===== config.mk =====
export PLATFORM = sky130hd
export DESIGN_NAME = clh_queue_lock_unit
export DESIGN_NICKNAME = d
export VERILOG_FILES = /design/src/design/clhq_pkg.sv /design/src/design/clhq_node_mem.sv /design/src/design/clhq_thread_mem.sv /design/src/design/clh_queue_lock_unit.sv
export SDC_FILE = /design/constraint.sdc
export NUM_CORES = 1
export LEC_CHECK = 0
export BUFFER_PORTS_ARGS = -buffer_cell sky130_fd_sc_hd__buf_2
export CAP_MARGIN = 10
export CORE_ASPECT_RATIO = 1.5
export CORE_UTILIZATION = 35
export CTS_CLUSTER_SIZE = 24
export DETAILED_ROUTE_END_ITERATION = 7
export SLEW_MARGIN = 20
export SYNTH_ARGS = -nofsm -noshare
export SYNTH_HDL_FRONTEND = slang
export SYNTH_SLANG_ARGS = --single-unit

===== constraint.sdc =====
create_clock -name clk -period 7.2 [get_ports clk]
set_input_delay 1.08 -clock clk [delete_from_list [all_inputs] [get_ports clk]]
set_output_delay 1.08 -clock clk [all_outputs]
set_load 0.02 [all_outputs]

===== src/design/clhq_pkg.sv =====
`timescale 1ns / 1ps

package clhq_pkg;

    localparam int THREADS_DEF = 64;

    localparam int OP_W     = 2;
    localparam int THREAD_W = 6;

    localparam logic [OP_W-1:0] OP_ACQUIRE = 2'd0;
    localparam logic [OP_W-1:0] OP_RELEASE = 2'd1;
    localparam logic [OP_W-1:0] OP_POLL    = 2'd2;

endpackage


===== src/design/clhq_node_mem.sv =====
`timescale 1ns / 1ps

module clhq_node_mem #(
    parameter int THREADS = clhq_pkg::THREADS_DEF
) (
    input  logic                           clk,
    input  logic                           rst_n,
    input  logic                           rd_en,
    input  logic [$clog2(THREADS+1)-1:0]   rd_addr,
    output logic                           rd_done,
    output logic [$clog2(THREADS+1)-1:0]   rd_pred,
    input  logic                           wr_en,
    input  logic [$clog2(THREADS+1)-1:0]   wr_addr,
    input  logic                           wr_done,
    input  logic [$clog2(THREADS+1)-1:0]   wr_pred
);

    localparam int NODES = THREADS + 1;
    localparam int NW    = $clog2(NODES);

    logic [NW:0]      mem [NODES];
    logic [NW:0]      rd_data_reg;
    logic [NODES-1:0] written_reg;
    logic             rd_written_reg;

    // Read before write: a read of the entry being written returns the old value.
    always_ff @(posedge clk)
    begin
        if (wr_en)
        begin
            mem[wr_addr] <= {wr_done, wr_pred};
        end
        if (rd_en)
        begin
            rd_data_reg <= mem[rd_addr];
        end
    end

    // An entry never written reads as its reset value: done set, predecessor zero.
    always_ff @(posedge clk or negedge rst_n)
    begin
        if (!rst_n)
        begin
            written_reg    <= '0;
            rd_written_reg <= 1'b0;
        end
        else
        begin
            if (wr_en)
            begin
                written_reg[wr_addr] <= 1'b1;
            end
            if (rd_en)
            begin
                rd_written_reg <= written_reg[rd_addr];
            end
        end
    end

    assign rd_done = rd_written_reg ? rd_data_reg[NW]     : 1'b1;
    assign rd_pred = rd_written_reg ? rd_data_reg[NW-1:0] : '0;

endmodule


===== src/design/clhq_thread_mem.sv =====
`timescale 1ns / 1ps

module clhq_thread_mem #(
    parameter int THREADS = clhq_pkg::THREADS_DEF
) (
    input  logic                           clk,
    input  logic                           rst_n,
    input  logic                           rd_en,
    input  logic [$clog2(THREADS)-1:0]     rd_addr,
    output logic [$clog2(THREADS+1)-1:0]   rd_node,
    input  logic                           wr_en,
    input  logic [$clog2(THREADS)-1:0]     wr_addr,
    input  logic [$clog2(THREADS+1)-1:0]   wr_node
);

    localparam int NW = $clog2(THREADS + 1);
    localparam int TW = $clog2(THREADS);

    logic [NW-1:0]      mem [THREADS];
    logic [NW-1:0]      rd_data_reg;
    logic [TW-1:0]      rd_addr_reg;
    logic [THREADS-1:0] written_reg;
    logic               rd_written_reg;

    always_ff @(posedge clk)
    begin
        if (wr_en)
        begin
            mem[wr_addr] <= wr_node;
        end
        if (rd_en)
        begin
            rd_data_reg <= mem[rd_addr];
            rd_addr_reg <= rd_addr;
        end
    end

    // Until a thread releases for the first time it owns the node of its own number.
    always_ff @(posedge clk or negedge rst_n)
    begin
        if (!rst_n)
        begin
            written_reg    <= '0;
            rd_written_reg <= 1'b0;
        end
        else
        begin
            if (wr_en)
            begin
                written_reg[wr_addr] <= 1'b1;
            end
            if (rd_en)
            begin
                rd_written_reg <= written_reg[rd_addr];
            end
        end
    end

    assign rd_node = rd_written_reg ? rd_data_reg : NW'(rd_addr_reg);

endmodule


===== src/design/clh_queue_lock_unit.sv =====
// An acquire or release item passes through S_LOOKUP, S_NODE and S_EMIT, a poll adds S_PRED
// after S_NODE, and an item with an unused op or thread goes straight to S_EMIT.
// A new item is taken only in S_IDLE, once the last result has left S_EMIT;
// the chain of reads through the thread table and the node memory sets these steps.
// Reset is asynchronous and takes effect at once; per-entry written flags stand in
// for the memory contents, so no clearing pass follows reset.
`timescale 1ns / 1ps

module clh_queue_lock_unit #(
    parameter int THREADS = clhq_pkg::THREADS_DEF
) (
    input  logic                           clk,
    input  logic                           rst_n,
    input  logic                           in_valid,
    output logic                           in_ready,
    input  logic [clhq_pkg::OP_W-1:0]      op,
    input  logic [clhq_pkg::THREAD_W-1:0]  thread,
    output logic                           out_valid,
    input  logic                           out_ready,
    output logic [clhq_pkg::THREAD_W-1:0]  thread_echo,
    output logic                           granted
);

    import clhq_pkg::*;

    localparam int NODES = THREADS + 1;
    localparam int NW    = $clog2(NODES);
    localparam int TW    = $clog2(THREADS);

    typedef enum logic [4:0] {
        S_IDLE   = 5'b00001,
        S_LOOKUP = 5'b00010,
        S_NODE   = 5'b00100,
        S_PRED   = 5'b01000,
        S_EMIT   = 5'b10000
    } state_t;

    state_t              state_reg, state_next;
    logic [OP_W-1:0]     op_reg, op_next;
    logic [THREAD_W-1:0] thread_reg, thread_next;
    logic [NW-1:0]       node_reg, node_next;
    logic [NW-1:0]       pred_reg, pred_next;
    logic [NW-1:0]       tail_reg, tail_next;
    logic                granted_reg, granted_next;
    logic                out_valid_reg, out_valid_next;
    logic [THREAD_W-1:0] echo_reg, echo_next;
    logic                out_granted_reg, out_granted_next;

    logic                tn_rd_en;
    logic [TW-1:0]       tn_rd_addr;
    logic [NW-1:0]       tn_rd_node;
    logic                tn_wr_en;
    logic [TW-1:0]       tn_wr_addr;
    logic [NW-1:0]       tn_wr_node;

    logic                nm_rd_en;
    logic [NW-1:0]       nm_rd_addr;
    logic                nm_rd_done;
    logic [NW-1:0]       nm_rd_pred;
    logic                nm_wr_en;
    logic [NW-1:0]       nm_wr_addr;
    logic                nm_wr_done;
    logic [NW-1:0]       nm_wr_pred;

    logic                in_accept;
    logic                req_ok;
    logic [NW-1:0]       node_cur;
    logic [NW-1:0]       tail_ok;

    // Node numbers outside the table fall back to node zero.
    function automatic logic [NW-1:0] node_ok(input logic [NW-1:0] n);
        node_ok = (int'(n) < NODES) ? n : '0;
    endfunction

    clhq_thread_mem #(
        .THREADS (THREADS)
    ) u_thread_mem (
        .clk     (clk),
        .rst_n   (rst_n),
        .rd_en   (tn_rd_en),
        .rd_addr (tn_rd_addr),
        .rd_node (tn_rd_node),
        .wr_en   (tn_wr_en),
        .wr_addr (tn_wr_addr),
        .wr_node (tn_wr_node)
    );

    clhq_node_mem #(
        .THREADS (THREADS)
    ) u_node_mem (
        .clk     (clk),
        .rst_n   (rst_n),
        .rd_en   (nm_rd_en),
        .rd_addr (nm_rd_addr),
        .rd_done (nm_rd_done),
        .rd_pred (nm_rd_pred),
        .wr_en   (nm_wr_en),
        .wr_addr (nm_wr_addr),
        .wr_done (nm_wr_done),
        .wr_pred (nm_wr_pred)
    );

    assign in_ready  = (state_reg == S_IDLE);
    assign in_accept = in_valid && in_ready;
    assign req_ok    = (int'(thread) < THREADS)
                       && ((op == OP_ACQUIRE) || (op == OP_RELEASE) || (op == OP_POLL));
    assign node_cur  = node_ok(tn_rd_node);
    assign tail_ok   = node_ok(tail_reg);

    always_comb
    begin
        state_next       = state_reg;
        op_next          = op_reg;
        thread_next      = thread_reg;
        node_next        = node_reg;
        pred_next        = pred_reg;
        tail_next        = tail_reg;
        granted_next     = granted_reg;
        out_valid_next   = out_valid_reg && !out_ready;
        echo_next        = echo_reg;
        out_granted_next = out_granted_reg;

        tn_rd_en   = 1'b0;
        tn_rd_addr = TW'(thread);
        tn_wr_en   = 1'b0;
        tn_wr_addr = TW'(thread_reg);
        tn_wr_node = node_ok(nm_rd_pred);

        nm_rd_en   = 1'b0;
        nm_rd_addr = node_cur;
        nm_wr_en   = 1'b0;
        nm_wr_addr = node_cur;
        nm_wr_done = 1'b0;
        nm_wr_pred = tail_ok;

        unique case (state_reg)
            S_IDLE:
            begin
                if (in_accept)
                begin
                    op_next      = op;
                    thread_next  = thread;
                    granted_next = 1'b0;
                    tn_rd_en     = req_ok;
                    state_next   = req_ok ? S_LOOKUP : S_EMIT;
                end
            end
            S_LOOKUP:
            begin
                node_next = node_cur;
                nm_rd_en  = 1'b1;
                if (op_reg == OP_ACQUIRE)
                begin
                    // Enqueue behind the old tail and fetch the tail's done flag.
                    nm_rd_addr = tail_ok;
                    nm_wr_en   = 1'b1;
                    nm_wr_addr = node_cur;
                    nm_wr_done = 1'b0;
                    nm_wr_pred = tail_ok;
                    pred_next  = tail_ok;
                    tail_next  = node_cur;
                end
                state_next = S_NODE;
            end
            S_NODE:
            begin
                case (op_reg)
                    OP_ACQUIRE:
                    begin
                        // A node queued behind itself sees the flag it just cleared.
                        granted_next = (pred_reg == node_reg) ? 1'b0 : nm_rd_done;
                        state_next   = S_EMIT;
                    end
                    OP_RELEASE:
                    begin
                        nm_wr_en     = 1'b1;
                        nm_wr_addr   = node_reg;
                        nm_wr_done   = 1'b1;
                        nm_wr_pred   = nm_rd_pred;
                        tn_wr_en     = 1'b1;
                        granted_next = 1'b0;
                        state_next   = S_EMIT;
                    end
                    default:
                    begin
                        nm_rd_en   = 1'b1;
                        nm_rd_addr = node_ok(nm_rd_pred);
                        state_next = S_PRED;
                    end
                endcase
            end
            S_PRED:
            begin
                granted_next = nm_rd_done;
                state_next   = S_EMIT;
            end
            S_EMIT:
            begin
                if (!out_valid_reg || out_ready)
                begin
                    out_valid_next   = 1'b1;
                    echo_next        = thread_reg;
                    out_granted_next = granted_reg;
                    state_next       = S_IDLE;
                end
            end
            default:
            begin
                state_next = S_IDLE;
            end
        endcase
    end

    always_ff @(posedge clk or negedge rst_n)
    begin
        if (!rst_n)
        begin
            state_reg     <= S_IDLE;
            tail_reg      <= NW'(THREADS);
            out_valid_reg <= 1'b0;
        end
        else
        begin
            state_reg     <= state_next;
            tail_reg      <= tail_next;
            out_valid_reg <= out_valid_next;
        end
    end

    always_ff @(posedge clk)
    begin
        op_reg          <= op_next;
        thread_reg      <= thread_next;
        node_reg        <= node_next;
        pred_reg        <= pred_next;
        granted_reg     <= granted_next;
        echo_reg        <= echo_next;
        out_granted_reg <= out_granted_next;
    end

    assign out_valid   = out_valid_reg;
    assign thread_echo = echo_reg;
    assign granted     = out_granted_reg;

    a_tail_in_range: assert property (@(posedge clk) disable iff (!rst_n)
        int'(tail_reg) < NODES)
        else $error("queue tail points outside the node table");

    a_node_write_src: assert property (@(posedge clk) disable iff (!rst_n)
        nm_wr_en |-> ((state_reg == S_LOOKUP) && (op_reg == OP_ACQUIRE))
                  || ((state_reg == S_NODE) && (op_reg == OP_RELEASE)))
        else $error("node memory written outside acquire or release");

    a_thread_write_src: assert property (@(posedge clk) disable iff (!rst_n)
        tn_wr_en |-> (state_reg == S_NODE) && (op_reg == OP_RELEASE))
        else $error("thread table written outside release");

    a_bad_req_skips: assert property (@(posedge clk) disable iff (!rst_n)
        (in_accept && !req_ok) |=> (state_reg == S_EMIT))
        else $error("unused request went through the memories");

    a_result_from_emit: assert property (@(posedge clk) disable iff (!rst_n)
        (out_valid && !$past(out_valid)) |-> $past(state_reg == S_EMIT))
        else $error("result raised without passing the emit state");

endmodule


==> flow_summary.yaml <==
floorplanning:
  die_w_um: 299
  die_height_um: 447
  rows: 163
  start_util_pct: 35.2
  core_um2: 131000
  io_pins: 21
  dieArea_um2: 134000
pwr:
  vdd_drop_max_mv: 0.219
  switchingPower_mw: 4.72
  p_sw_share_pct: 28.4
  p_int_mw: 11.9
  p_clk_share_pct: 34.6
  power.total_mw: 16.6
  cellPowerDensity_nw_per_um2: 320
  seqPwrFrac_pct: 48.6
  leakagePower_nw: 18.1
  pwr-share-comb_pct: 16.8
final_layout:
  seq_area_um2: 34200
  final_cells: 4622
  area_growth_pct: 12.2
  num-fill-cells: 11900
  multi_input_area_um2: 11400
  largest_reg_flops: 520
  nNetsFinal: 2809
  fin_util_pct: 39.5
  drive_above_1_share_pct: 19.2
global_routing:
  grt_pass1_wl_mm: 172
  grt_max_degree: 136
  antenna_found_initial: 6
  grt_remaining_overflow: 0
  gr-usage-all-layers_pct: 17.4
  first_global_vias: 24800
sta:
  grt_setup_unrepaired: "false"
  fmax_mhz: 202
  maxSlewViolCount: 0
  max-slew-margin-rel_pct: 10.6
  hold_violations: 0
  finalSetupViolations: 0
  period_share_pct: 68.7
  worstMarginPinSlew_ns: 1.33
  period_minus_slack_ns: 4.95
  finalSetupTns_ns: 0
  fin_skew_ns: 0.0920
cts:
  cts-hold-fix-buffers: 0
  path_clk_slew_ns: 0.07
  cts_resized: 0
  htree_levels: 3
  cts_tree: "yes"
  cts-buffers-inserted: 104
  clock-sinks: 1163
  clock_path_buffers: 3
  clk_latency_ns: 0.74
  post_cts_buffers: 0
  cts_root_buf: "clkbuf_16"
synthesis:
  ys.flop_type: "edfxtp_1"
  syn-cell-area_um2: 46200
  synth-seq-cells: 1163
  synthDominantCellAreaShare_pct: 66.2
  yosysWarnings: 0
  synthTopCellsByCount: "edfxtp_1, nand2_1, mux4_2, nor2_1, dfrtp_1"
  seq_area_frac_synth_pct: 74.0
  syn_nets: 2788
  avgSynthCellArea_um2: 16.7
  yosysMostFrequentCell: "edfxtp_1"
  synthArstFlopShare_pct: 12.4
  yosysTopAreaCell: "edfxtp_1"
  synth.distinct_cells: 75
  yosys-top-cells-area: "edfxtp_1, mux4_2, dfrtp_1"
  netlist_instances: 2776
  synth_edf_count: 1019
critical_path:
  critPathArrivalTime_ns: 5.26
  crit_fanout: 66
  reg2reg_depth: 9
  worstSetupPathType: "reg2reg"
  worstPathRequired_ns: 7.52
  worstSetupStartpointType: "register"
  crit_path_end_kind: "register"
drt:
  drt_wl_total_mm: 117
  vias: 24500
  first_pass_iters: 5
  wl_per_cell_um: 25.2
  viasPerCell: 5.29
  drc_errors: 0
  drtIter0Drc: 2345
  ant_nets: 0
run_status:
  status: "finished, final reports clean"
hold_path:
  hold_class: "in2async"
placement:
  gp_congestion: 0.942
  dpl.cell_count: 4423
  hpwl_mm: 74.9
  io_buffer_count: 20
job:
  cap_violations: 0
cell type report:
cell class,count,share of cell area (%)
antenna,2,0.00965
clock buffer,137,5.47
clock inverter,60,1.40
inverter,15,0.111
multi-input combinational,1449,22.0
sequential,1163,65.9
tap,1732,4.18
timing repair buffer,64,0.948
metal layers:
layer | up-vias | track usage [%] | routed length, um | share of wire [%]
met1 | 12600 | 20.6 | 43700 | 38
met2 | 786 | 30.6 | 60100 | 52
met5 | - | 0 | 13 | 0.011
li1 | 10800 | - | - | -
met4 | 2 | 9.47 | 6600 | 5.7
met3 | 255 | 2.49 | 6060 | 5.2
path summary, 6_finish.rpt:
check                                          from                                       end  slack [ns]
hold / removal                                rst_n  u_thread_mem.written_reg[50]$_DFFE_PN0P_        0.42
hold reg to reg               granted_reg$_DFFE_PP_                         granted$_DFFE_PP_        0.42
setup / recovery           state_reg[1]$_DFFE_PN0P_           u_node_mem.mem[10][3]$_DFFE_PP_        2.25
setup reg to reg           state_reg[1]$_DFFE_PN0P_           u_node_mem.mem[10][3]$_DFFE_PP_        2.25
min in group clk              granted_reg$_DFFE_PP_                         granted$_DFFE_PP_        0.42
max in group asynchronous                     rst_n    u_node_mem.written_reg[17]$_DFFE_PN0P_        5.24
stage by stage:
step / setup WS (ns) / instance area [um^2] / hold WS, ns
after floorplan: 2.06 / 46200 / 0.400
after global placement: 2.22 / 48300 / 0.405
after detailed placement: 2.23 / 48300 / 0.407
after CTS: 2.23 / 51900 / 0.421
after global routing: 1.94 / 51900 / 0.455
final: 2.25 / 51900 / 0.418
layout by cell type (no fill, tap or decap), drive strengths merged, types with 4 or more instances in the layout:
cell	n
a211o	9
a211oi	4
a21boi	10
a21oi	27
a221oi	8
a311oi	25
a31o	8
a31oi	19
a32oi	7
and2	18
and3	26
buf	62
bufinv	11
clkbuf	139
clkinv	43
clkinvlp	5
dfrtp	142
edfxtp	1019
inv	16
mux2i	130
mux4	168
nand2	377
nand2b	5
nand3	107
nand3b	15
nand4	20
nor2	147
nor2b	11
nor3	11
nor4	6
o211ai	4
o21ai	30
o221ai	48
o22ai	22
o31ai	9
o32ai	8
or2	130
xor2	4
worst max-delay path: stages (launching register included):
cell and delay, ns:
dfrtp_1 0.46, nor4_4 0.53, nand2_1 0.13, or2_2 0.56, clkinv_2 0.42, buf_4 0.67
nand3b_1 0.14, o31ai_1 0.16, nand2_1 0.63, nor2_1 0.84
cell families (layout without fill, tap and decap cells):
logic type	count (synthesis)	after routing	share of synthesized area, %
AOI/OAI and AO/OA	257	257	4.14
xor gates and xnor gates	7	7	0.133
muxes	298	298	11.0
buffers and inverters	164	276	1.69
DFF	1163	1163	74.0
and+or+nand+nor	887	887	9.05
other	0	2	0
power groups by stage:
stage,sequential [mW],combinational (mW),clock [mW]
after global routing,8.09,2.95,6.09
after global placement,8.21,2.77,0
after floorplan,8.21,1.66,0
final,8.08,2.79,5.75
after detailed placement,8.22,2.80,0
after CTS,8.08,2.81,5.85
Note: power is estimated with default switching activity, not from simulation.
